## src/hw/rtl/stok_pkg.sv

```systemverilog
// Shared types, character constants and tokenizer step logic.
`timescale 1ns / 1ps
package stok_pkg;

	localparam int CHAR_W  = 16;
	localparam int KIND_W  = 2;
	localparam int MAX_RES = 5;
	localparam int CNT_W   = $clog2(MAX_RES + 1);
	localparam int Q_DEPTH = 2;
	localparam int QPTR_W  = $clog2(Q_DEPTH);
	localparam int QCNT_W  = $clog2(Q_DEPTH + 1);

	localparam logic [2:0] MODE_IDLE  = 3'd0;
	localparam logic [2:0] MODE_WORD  = 3'd1;
	localparam logic [2:0] MODE_QUOTE = 3'd2;
	localparam logic [2:0] MODE_BLOCK = 3'd3;
	localparam logic [2:0] MODE_LINE  = 3'd4;

	localparam logic [KIND_W-1:0] KIND_CHAR = 2'd0;
	localparam logic [KIND_W-1:0] KIND_END  = 2'd1;
	localparam logic [KIND_W-1:0] KIND_DONE = 2'd2;

	localparam logic [CHAR_W-1:0] CH_LPAREN = 16'h0028;
	localparam logic [CHAR_W-1:0] CH_RPAREN = 16'h0029;
	localparam logic [CHAR_W-1:0] CH_LBRACE = 16'h007B;
	localparam logic [CHAR_W-1:0] CH_RBRACE = 16'h007D;
	localparam logic [CHAR_W-1:0] CH_COMMA  = 16'h002C;
	localparam logic [CHAR_W-1:0] CH_SPACE  = 16'h0020;
	localparam logic [CHAR_W-1:0] CH_CR     = 16'h000D;
	localparam logic [CHAR_W-1:0] CH_LF     = 16'h000A;
	localparam logic [CHAR_W-1:0] CH_TAB    = 16'h0009;
	localparam logic [CHAR_W-1:0] CH_QUOTE  = 16'h0022;
	localparam logic [CHAR_W-1:0] CH_SLASH  = 16'h002F;
	localparam logic [CHAR_W-1:0] CH_STAR   = 16'h002A;

	typedef struct packed {
		logic [2:0] mode;
		logic       pending_slash;
		logic       star_seen;
		logic       token_open;
	} tok_state_t;

	typedef struct packed {
		logic [CNT_W-1:0]                 cnt;
		logic [MAX_RES-1:0][KIND_W-1:0]   kind;
		logic [MAX_RES-1:0][CHAR_W-1:0]   ch;
	} bundle_t;

	typedef struct packed {
		tok_state_t st;
		bundle_t    b;
	} step_t;

	localparam tok_state_t STATE_RESET = '{mode: MODE_IDLE, pending_slash: 1'b0,
		star_seen: 1'b0, token_open: 1'b0};

	function automatic logic is_blank(logic [CHAR_W-1:0] c);
		return c inside {CH_SPACE, CH_CR, CH_LF, CH_TAB};
	endfunction

	function automatic logic is_solo(logic [CHAR_W-1:0] c);
		return c inside {CH_LPAREN, CH_RPAREN, CH_LBRACE, CH_RBRACE, CH_COMMA};
	endfunction

	function automatic step_t emit(step_t r, logic [KIND_W-1:0] k, logic [CHAR_W-1:0] c);
		step_t o;
		o = r;
		if (r.b.cnt < CNT_W'(MAX_RES)) begin
			o.b.kind[r.b.cnt] = k;
			o.b.ch[r.b.cnt]   = c;
			o.b.cnt           = r.b.cnt + 1'b1;
		end
		return o;
	endfunction

	function automatic step_t close_token(step_t r);
		step_t o;
		o = r;
		if (r.st.token_open)
			o = emit(o, KIND_END, '0);
		o.st.token_open = 1'b0;
		return o;
	endfunction

	function automatic step_t word_char(step_t r, logic [CHAR_W-1:0] c);
		step_t o;
		o = r;
		if (is_blank(c)) begin
			o = close_token(o);
			o.st.mode = MODE_IDLE;
		end else if (is_solo(c)) begin
			o = close_token(o);
			o = emit(o, KIND_CHAR, c);
			o = emit(o, KIND_END, '0);
			o.st.mode = MODE_IDLE;
		end else if (c == CH_SLASH) begin
			o.st.pending_slash = 1'b1;
		end else begin
			o = emit(o, KIND_CHAR, c);
			o.st.token_open = 1'b1;
		end
		return o;
	endfunction

	function automatic step_t tok_step(tok_state_t s, logic [CHAR_W-1:0] c, logic eos);
		step_t r;
		r.st = s;
		r.b  = '0;
		case (s.mode)
			MODE_WORD: begin
				if (s.pending_slash) begin
					r.st.pending_slash = 1'b0;
					if (c == CH_STAR) begin
						r = close_token(r);
						r.st.mode      = MODE_BLOCK;
						r.st.star_seen = 1'b1;
					end else if (c == CH_SLASH) begin
						r = close_token(r);
						r.st.mode = MODE_LINE;
					end else begin
						r = emit(r, KIND_CHAR, CH_SLASH);
						r.st.token_open = 1'b1;
						r = word_char(r, c);
					end
				end else begin
					r = word_char(r, c);
				end
			end
			MODE_QUOTE: begin
				if (c == CH_QUOTE) begin
					r = close_token(r);
					r.st.mode = MODE_IDLE;
				end else begin
					r = emit(r, KIND_CHAR, c);
					r.st.token_open = 1'b1;
				end
			end
			MODE_BLOCK: begin
				if (s.star_seen && c == CH_SLASH) begin
					r.st.star_seen = 1'b0;
					r.st.mode      = MODE_IDLE;
				end else begin
					r.st.star_seen = (c == CH_STAR);
				end
			end
			MODE_LINE: begin
				if (c == CH_CR || c == CH_LF)
					r.st.mode = MODE_IDLE;
			end
			default: begin
				r.st = STATE_RESET;
				if (!is_blank(c)) begin
					if (is_solo(c)) begin
						r = emit(r, KIND_CHAR, c);
						r = emit(r, KIND_END, '0);
					end else if (c == CH_QUOTE) begin
						r.st.mode = MODE_QUOTE;
					end else begin
						r.st.mode = MODE_WORD;
						r = word_char(r, c);
					end
				end
			end
		endcase
		if (eos) begin
			if (r.st.pending_slash) begin
				r = emit(r, KIND_CHAR, CH_SLASH);
				r.st.token_open    = 1'b1;
				r.st.pending_slash = 1'b0;
			end
			r = close_token(r);
			r = emit(r, KIND_DONE, '0);
			r.st = STATE_RESET;
		end
		return r;
	endfunction

endpackage

```

## src/hw/rtl/stok_front.sv

```systemverilog
// Front end: accepts characters, tracks tokenizer state, builds result bundles.
`timescale 1ns / 1ps
module stok_front import stok_pkg::*; (
	input  logic              clk,
	input  logic              arst_n,
	input  logic              in_valid,
	input  logic [CHAR_W-1:0] char_code,
	input  logic              end_of_script,
	input  logic              q_full,
	output logic              in_stall,
	output logic              push,
	output bundle_t           push_data
);

	tok_state_t state_q;
	step_t      nxt;
	logic       accept;

	assign nxt       = tok_step(state_q, char_code, end_of_script);
	assign in_stall  = q_full;
	assign accept    = in_valid && !q_full;
	assign push      = accept && (nxt.b.cnt != '0);
	assign push_data = nxt.b;

	always_ff @(posedge clk or negedge arst_n) begin
		if (!arst_n) begin
			state_q <= STATE_RESET;
		end else if (accept) begin
			state_q <= nxt.st;
		end
	end

endmodule

```

## src/hw/rtl/stok_queue.sv

```systemverilog
// Short bundle queue between front and back end.
`timescale 1ns / 1ps
module stok_queue import stok_pkg::*; (
	input  logic    clk,
	input  logic    arst_n,
	input  logic    push,
	input  bundle_t push_data,
	input  logic    pop,
	output logic    full,
	output logic    not_empty,
	output bundle_t head
);

	bundle_t             mem_q [Q_DEPTH];
	logic [QPTR_W-1:0]   wr_q;
	logic [QPTR_W-1:0]   rd_q;
	logic [QCNT_W-1:0]   cnt_q;

	assign full      = (cnt_q == QCNT_W'(Q_DEPTH));
	assign not_empty = (cnt_q != '0);
	assign head      = mem_q[rd_q];

	always_ff @(posedge clk) begin
		if (push)
			mem_q[wr_q] <= push_data;
	end

	always_ff @(posedge clk or negedge arst_n) begin
		if (!arst_n) begin
			wr_q  <= '0;
			rd_q  <= '0;
			cnt_q <= '0;
		end else begin
			if (push)
				wr_q <= (wr_q == QPTR_W'(Q_DEPTH - 1)) ? '0 : wr_q + 1'b1;
			if (pop)
				rd_q <= (rd_q == QPTR_W'(Q_DEPTH - 1)) ? '0 : rd_q + 1'b1;
			if (push && !pop)
				cnt_q <= cnt_q + 1'b1;
			else if (pop && !push)
				cnt_q <= cnt_q - 1'b1;
		end
	end

endmodule

```

## src/hw/rtl/stok_back.sv

```systemverilog
// Back end: walks each bundle and drives one result per transaction.
`timescale 1ns / 1ps
module stok_back import stok_pkg::*; (
	input  logic               clk,
	input  logic               arst_n,
	input  logic               not_empty,
	input  bundle_t            head,
	output logic               pop,
	input  logic               out_stall,
	output logic               out_valid,
	output logic [KIND_W-1:0]  kind,
	output logic [CHAR_W-1:0]  token_char,
	output logic               last_in_run
);

	logic [CNT_W-1:0]  idx_q;
	logic              valid_q;
	logic [KIND_W-1:0] kind_q;
	logic [CHAR_W-1:0] char_q;
	logic              last_q;
	logic              load;
	logic              is_last;

	assign load    = not_empty && (!valid_q || !out_stall);
	assign is_last = (idx_q == head.cnt - 1'b1);
	assign pop     = load && is_last;

	assign out_valid   = valid_q;
	assign kind        = kind_q;
	assign token_char  = char_q;
	assign last_in_run = last_q;

	always_ff @(posedge clk or negedge arst_n) begin
		if (!arst_n) begin
			valid_q <= 1'b0;
			idx_q   <= '0;
		end else begin
			if (load)
				valid_q <= 1'b1;
			else if (!out_stall)
				valid_q <= 1'b0;
			if (load)
				idx_q <= is_last ? '0 : idx_q + 1'b1;
		end
	end

	always_ff @(posedge clk) begin
		if (load) begin
			kind_q <= head.kind[idx_q];
			char_q <= head.ch[idx_q];
			last_q <= is_last;
		end
	end

endmodule

```

## src/hw/rtl/script_tokenizer_with_comments.sv

```systemverilog
// Top level of the script tokenizer with comment skipping.
//
// Input channel: in_valid / in_stall carry one 16-bit character (char_code)
// and end_of_script per transaction. Output channel: out_valid / out_stall
// carry one result per transaction: kind (token char, end of token, end of
// script), token_char, and last_in_run on the final result of a character.
// A character may cause zero to five results.
//
// The first result of a character is registered: the bundle queue is written at the
// edge that accepts the character, and the output register is then loaded from it.
// One character per cycle while each causes at most one result and out_stall
// is low; a character's several results leave one at a time through the single
// output register. A two-entry bundle queue decouples front and back.
//
// in_stall is high while the queue is full. When the receiver stalls, the
// output holds and the queue fills, then the input stalls.
// Reset clears tokenizer state, the queue and the output valid.
`timescale 1ns / 1ps
module script_tokenizer_with_comments import stok_pkg::*; (
	input  logic               clk,
	input  logic               arst_n,
	input  logic               in_valid,
	output logic               in_stall,
	input  logic [CHAR_W-1:0]  char_code,
	input  logic               end_of_script,
	output logic               out_valid,
	input  logic               out_stall,
	output logic [KIND_W-1:0]  kind,
	output logic [CHAR_W-1:0]  token_char,
	output logic               last_in_run
);

	logic    push;
	logic    pop;
	logic    q_full;
	logic    q_not_empty;
	bundle_t push_data;
	bundle_t head;

	stok_front u_front (
		.clk          (clk),
		.arst_n       (arst_n),
		.in_valid     (in_valid),
		.char_code    (char_code),
		.end_of_script(end_of_script),
		.q_full       (q_full),
		.in_stall     (in_stall),
		.push         (push),
		.push_data    (push_data)
	);

	stok_queue u_queue (
		.clk       (clk),
		.arst_n    (arst_n),
		.push      (push),
		.push_data (push_data),
		.pop       (pop),
		.full      (q_full),
		.not_empty (q_not_empty),
		.head      (head)
	);

	stok_back u_back (
		.clk        (clk),
		.arst_n     (arst_n),
		.not_empty  (q_not_empty),
		.head       (head),
		.pop        (pop),
		.out_stall  (out_stall),
		.out_valid  (out_valid),
		.kind       (kind),
		.token_char (token_char),
		.last_in_run(last_in_run)
	);

endmodule
```

## config.mk

```make
export PLATFORM = sky130hd
export DESIGN_NAME = script_tokenizer_with_comments
export DESIGN_NICKNAME = d
export VERILOG_FILES = /design/src/hw/rtl/stok_pkg.sv /design/src/hw/rtl/stok_front.sv /design/src/hw/rtl/stok_queue.sv /design/src/hw/rtl/stok_back.sv /design/src/hw/rtl/script_tokenizer_with_comments.sv
export SDC_FILE = /design/constraint.sdc
export NUM_CORES = 1
export LEC_CHECK = 0
export ABC_AREA = 0
export CAP_MARGIN = 30
export CORE_MARGIN = 1
export CORE_UTILIZATION = 32
export CTS_CLUSTER_SIZE = 16
export DETAILED_ROUTE_END_ITERATION = 10
export DONT_BUFFER_PORTS = 1
export GPL_TIMING_DRIVEN = 0
export MAX_ROUTING_LAYER = met4
export PLACE_DENSITY = 0.47
export SETUP_SLACK_MARGIN = 0.3
export SLEW_MARGIN = 20
export SYNTH_ARGS = -nofsm -noshare
export SYNTH_HDL_FRONTEND = slang
export SYNTH_SLANG_ARGS = --single-unit
```

## constraint.sdc

```tcl
create_clock -name clk -period 13.99 [get_ports clk]
set_clock_uncertainty 0.1 [all_clocks]
set_input_delay 1.399 -clock clk [delete_from_list [all_inputs] [get_ports clk]]
set_output_delay 1.399 -clock clk [all_outputs]
set_load 0.02 [all_outputs]
```

==> summary.txt, run 1 <==
Worst setup path
  – Worst Path Required: 14.00 ns
  – Startpoint types: input pin
  – Top delay family on crit path: compound AO/OA/AOI/OAI gates
  – Crit-path slowest cell: or4_1
  – Number of cells on the critical path: 21
  – CP Max Fanout: 23
  – Crit end category: flop
  – Crit Reg-Reg Endpoint: u_queue.mem_q[1][25]
  – Crit path to: u_queue.mem_q[1][25]
  – Reg-to-reg startpoint: u_front.state_q[3]
  – WP buf/inv: 6
  – WP data arrival: 7.30 ns
  – Crit path cell chain: or4_1 > or4_1 > buf_2 > o41ai_1 > nand3_1 > o221a_2 > a21oi_1 > ha_1 > a21oi_1 > inv_1 > ha_1 > inv_1 > nand2_1 > a221o_1 > and2_1 > o311ai_2 > o311ai_4 > nor2_4 > buf_12 > buf_16 > buf_16
  – Slowest stage delay, CP: 0.61 ns
  – Worst setup path startpoint: char_code[9]
  – Worst R2R Setup Slack: 7.65 ns
  – FF-to-FF path depth: 19
  – Setup Crit Path Kind: input pin to flop

Synth
  – Count leader, synth: edfxtp_1
  – Dominant synthesized flop cell: edfxtp_1
  – Ys async rst share: 8.81%
  – Commonest cells in the synthesized netlist: 145 x edfxtp_1, 55 x nor2_1, 49 x a21oi_1
  – Yosys warns: 0
  – Top cells by area, synth: edfxtp_1 57%, mux4_2 5.9%, dfrtp_1 4.6%
  – Post-synth EDFFs: 145
  – Yosys reg bits: 159
  – Synth Cell Area: 7630 um^2
  – Seq/Total Area, Yosys: 61.6%
  – Mapped Cells: 595
  – Top-area cell type share of the netlist area: 57.1%
  – Cell taking the most area after synthesis: edfxtp_1
  – Unique masters post-synth: 68
  – Mean post-synth cell area: 12.8 um^2

Worst hold path
  – Min-Delay Path Class: flop to flop

Global route
  – First-pass GRT wire length: 28400 um
  – Vias in the first global route: 4992
  – GRT overflow: 0
  – GRT Total Usage: 16.1%
  – Initial antenna violation count: 1
  – Largest net degree at the start of global routing: 24

Die
  – Die width: 156 um
  – # rows: 56
  – Die ar.: 24500 um^2
  – Core footprint: 23400 um^2
  – Initial Util: 32.6%
  – Chip height: 156 um
  – I/O pins: 42

STA
  – Final Setup Violations: 0
  – Unrepaired setup endpoints after global routing: false
  – Slew margin rel.: 33.5%
  – Worst-margin pin slew: 0.988 ns
  – Worst setup margin: 6.71 ns
  – Setup TNS: 0 ns
  – Max Slew Vio Count: 0
  – Final hold violation count: 0
  – Max frequency: 0.137 GHz
  – Final period util: 52.1%
  – Final worst path period need: 7.28 ns

Clock tree
  – Max clock buf depth: 2
  – Skew-Pair Late Insertion Delay: 0.42 ns
  – CTS root buffer: clkbuf_16
  – CTS tree: done
  – Cts repair resizes: 0
  – Clock Sinks: 159
  – Worst-path clk slew: 0.06 ns
  – CTS Hold Bufs: 0
  – H-tree levels: 4
  – CTS buffer count: 17
  – Post-CTS Setup Repair Bufs: 0

Layout
  – ANT cells: 0
  – Final nets: 669
  – Filler cell count: 2326
  – Layout area overhead: 15.7%
  – Post-Layout Cell Count: 973
  – Layout cells sized above 1: 12.2%
  – Fin area: 8830 um^2

Routing
  – DRC viols: 0
  – DR vias: 4831
  – Post-route ant nets: 0
  – Via density: 4.97
  – DRT iter0 DRCs: 289
  – Drt total wl: 17800 um
  – WL/cell: 18.3 um
  – First-pass DRT Iterations: 4

Placement
  – Post-Place Worst Slack: 6.31 ns
  – Weighted congestion at the end of routability-driven global placement: 0.876
  – Cell Count Post-Placement: 941
  – Dpl hpwl: 13100 um
  – Dpl cell area: 8270 um^2
  – # port buffers: 0

Power
  – Leak pwr: 3.03 nW
  – Total power: 1.97 mW
  – Peak supply drop: 0.0000835 V
  – Pwr dens: 223 nW/um^2

Run
  – Max Cap Viol: 0

Run status
  – Outcome: finished clean
-- cell usage in the layout, fill, tap and decap left out, types with 6 or more instances in the layout --
master,count
clkbuf_16,17
nor2_1,53
edfxtp_1,145
nand2b_1,7
dfrtp_1,14
nor3_1,10
inv_1,10
mux2i_1,24
nand3_1,18
a31oi_1,6
nand2_1,37
a21oi_1,49
and2_1,30
nor4_1,9
mux4_2,20
o21ai_0,28
o211ai_1,6
clkbuf_1,28
conb_1,22
-- stage by stage --
step	hold slack (ns)	util [%]
after floorplan	0.367	-
after global placement	0.387	34.7
after detailed placement	0.422	35.4
after CTS	0.430	37.6
after global routing	0.445	37.7
final	0.421	37.7
-- routing by layer --
layer / GRT usage [%] / vias up / wire length, um
li1: - / 2348 / -
met1: 21.4 / 2401 / 8690
met2: 25.2 / 74 / 8580
met3: 3.10 / 8 / 431
met4: 4.48 / 0 / 138
met5: - / - / 0
-- flip-flops by register name, summed over array words and instances (netlist names) --
signal,flops
u_back.idx_q,3
u_front.state_q,6
u_back.token_char,16
u_queue.rd_q,1
u_back.kind,2
u_queue.wr_q,1
u_queue.mem_q,126
u_queue.cnt_q,2
u_back.last_in_run,1
u_back.out_valid,1
-- layout make-up --
class	instances	area (um^2)	share of cell area, %
Inverter	13	48.8	0.553
Timing Repair Buffer	8	176	2.00
Tap cell	319	399	4.52
Multi-Input combinational cell	412	2850	32.2
Buffer	32	126	1.43
Clock inverter	10	91.3	1.03
Clock buffer	20	437	4.95
Sequential cell	159	4700	53.3
-- power breakdown --
part           internal, mW  switching, mW  leakage [nW]
clock network         0.242          0.177         0.247
registers             0.729         0.0833          1.55
logic                 0.290          0.452          1.23
-- cell families (layout without fill, tap and decap cells) --
| group | count (synthesis) | after routing | synth area share (%) |
|---|---|---|---|
| adder cells (fa/ha/maj) | 5 | 5 | 0.820 |
| AO/OA/AOI/OAI | 131 | 131 | 11.3 |
| other | 1 | 22 | 0.0491 |
| buffers and inverters | 45 | 83 | 2.30 |
| AND/OR/NAND/NOR | 195 | 195 | 12.9 |
| flip-flops | 159 | 159 | 61.6 |
| multiplexers | 49 | 49 | 9.79 |
| XOR/XNOR | 10 | 10 | 1.15 |
-- how the worst min path moves through the flow --
stage,startpoint,endpoint,slack (ns),cells past startpoint
after floorplan,u_queue.wr_q,u_queue.wr_q,0.37,1
final,u_queue.cnt_q[1],u_queue.cnt_q[1],0.42,1
after detailed placement,u_queue.cnt_q[1],u_queue.cnt_q[1],0.42,1
after global placement,u_queue.wr_q,u_queue.wr_q,0.39,1
after global routing,u_queue.cnt_q[1],u_queue.cnt_q[1],0.44,1
after CTS,u_queue.cnt_q[1],u_queue.cnt_q[1],0.43,1
Power figures use the tool's default switching activity.
==> run 2, diff against run 1 <==
- PLACE_DENSITY: 0.47 -> 0.48
- clock period: 13.99 -> 6.5 ns (I/O delays scaled with it)
==> summary.txt, run 2 (synthesized netlist as in run 1, its figures left out) <==
STA
  – Final Setup Violations: 0
  – Slew margin rel.: 40.9%
  – Final hold violation count: 0
  – Worst-margin pin slew: 0.885 ns
  – Final Hold Slack: 0.269 ns
  – Max frequency: 0.170 GHz
  – Max Slew Vio Count: 0
  – Unrepaired setup endpoints after global routing: false
  – Final period util: 90.5%
  – Final worst path period need: 5.88 ns
  – Worst setup margin: 0.617 ns

Worst setup path
  – Crit end category: flop
  – Startpoint types: input pin
  – Setup Crit Path Kind: input pin to flop
  – WP data arrival: 5.90 ns
  – Worst Path Required: 6.52 ns
  – CP Max Fanout: 24

Routing
  – DRT iter0 DRCs: 307
  – Drt total wl: 18200 um
  – DR vias: 4998
  – Post-route ant nets: 0
  – WL/cell: 18.6 um
  – Via density: 5.09
  – DRC viols: 0
  – First-pass DRT Iterations: 5

Power
  – Pwr dens: 488 nW/um^2
  – Peak supply drop: 0.000174 V
  – Leak pwr: 3.10 nW
  – Total power: 4.36 mW

Run status
  – Outcome: finished clean

Layout
  – Layout cells sized above 1: 14.0%
  – Post-Layout Cell Count: 981
  – Register with the most flip-flops: u_queue.mem_q
  – Most frequent cells in the layout: 145 x edfxtp_1, 53 x nor2_1, 47 x a21oi_1
  – Finished Core Util: 38.2%
  – Final nets: 675
  – Layout area overhead: 17.2%
  – Most common cell after layout, fill and taps aside: edfxtp_1
  – ANT cells: 0
  – Max reg flops: 126

Placement
  – Cell Count Post-Placement: 939
  – Post-Place Worst Slack: -0.221 ns
  – # port buffers: 0
  – Dpl hpwl: 13200 um
  – Weighted congestion at the end of routability-driven global placement: 0.858

Clock tree
  – CTS buffer count: 17
  – H-tree levels: 4
  – Worst-path clk slew: 0.07 ns
  – Skew-Pair Late Insertion Delay: 0.42 ns
  – CTS root buffer: clkbuf_16
  – Clock Sinks: 159
  – CTS tree: done
  – Max clock buf depth: 2

Die
  – Die width: 156 um
  – I/O pins: 42
  – Die ar.: 24500 um^2
  – Initial Util: 32.6%
  – # rows: 56
  – Core footprint: 23400 um^2
  – Chip height: 156 um

Global route
  – GRT overflow: 0
  – Initial antenna violation count: 0
  – First-pass GRT wire length: 28600 um
  – GRT Total Usage: 16.3%
  – Largest net degree at the start of global routing: 25
  – Vias in the first global route: 4957

Worst hold path
  – Min-Delay Path Class: input pin to flop

Run
  – Max Cap Viol: 0
run 2: cell count changes in the layout (fill, tap and decap cells not counted), sizes merged:
cell,delta
dlygate4sd3,+1
buf,+5
inv,+2
clkbuf,+2
clkinvlp,-2
run 2: final timing paths:
path	end	slack, ns	cells past startpoint	from
setup / recovery	u_queue.mem_q[1][38]	0.62	20	char_code[9]
hold / removal	u_back.out_valid	0.27	2	out_stall
setup reg to reg	u_queue.mem_q[1][38]	0.85	18	u_front.state_q[3]
hold reg to reg	u_queue.cnt_q[1]	0.43	1	u_queue.cnt_q[1]
max in group asynchronous	u_front.state_q[4]	5.16	1	arst_n
min in group asynchronous	u_queue.cnt_q[1]	0.65	1	arst_n
run 2: timing repair:
item,CTS,global route
hold buffers,1,0
setup buffers,7,0
endpoints found under the setup margin,94,118
gates resized for setup,1,1
endpoints found under the hold margin,14,0
pin swaps,2,0
run 2: where the power goes:
group / switching (mW) / internal [mW] / total [mW]
Clock: 0.407 / 0.577 / 0.984
Sequential: 0.180 / 1.57 / 1.75
Combinational: 0.993 / 0.635 / 1.63
Total: 1.58 / 2.78 / 4.36
run 2: final cells by class:
class	count	area (um^2)
buffer	32	126
fill	2293	14500
sequential	159	4700
tap	319	399
multi-input combinational	412	2870
inverter	13	48.8
clock buffer	22	487
clock inverter	10	98.8
timing repair buffer	14	205
run 2: through the flow:
step                      TNS (ns)  area [um^2]
after CTS                        0         8910
final                            0         8940
after floorplan                  0         7740
after global placement     -110.21         8140
after detailed placement    -17.21         8230
after global routing             0         8940
run 2: critical path: stages:
cell and delay, ns:
or4_1 0.63, or4_1 0.50, buf_2 0.19, o41ai_1 0.27
nand3_1 0.17, o221a_2 0.37, a21oi_4 0.24, ha_1 0.28
a21oi_2 0.26, inv_1 0.15, ha_1 0.28, inv_1 0.09
nand2_1 0.05, a221o_1 0.34, and2_1 0.21, o311ai_2 0.52
o311ai_4 0.20, nor2_4 0.17, buf_12 0.14, buf_12 0.18
run 2: metal layers:
| metal | track usage, % | routed length, um |
|---|---|---|
| met2 | 25.6 | 8820 |
| met1 | 21.4 | 8630 |
| met3 | 2.66 | 560 |
| met4 | 5.37 | 223 |
| met5 | - | 0 |
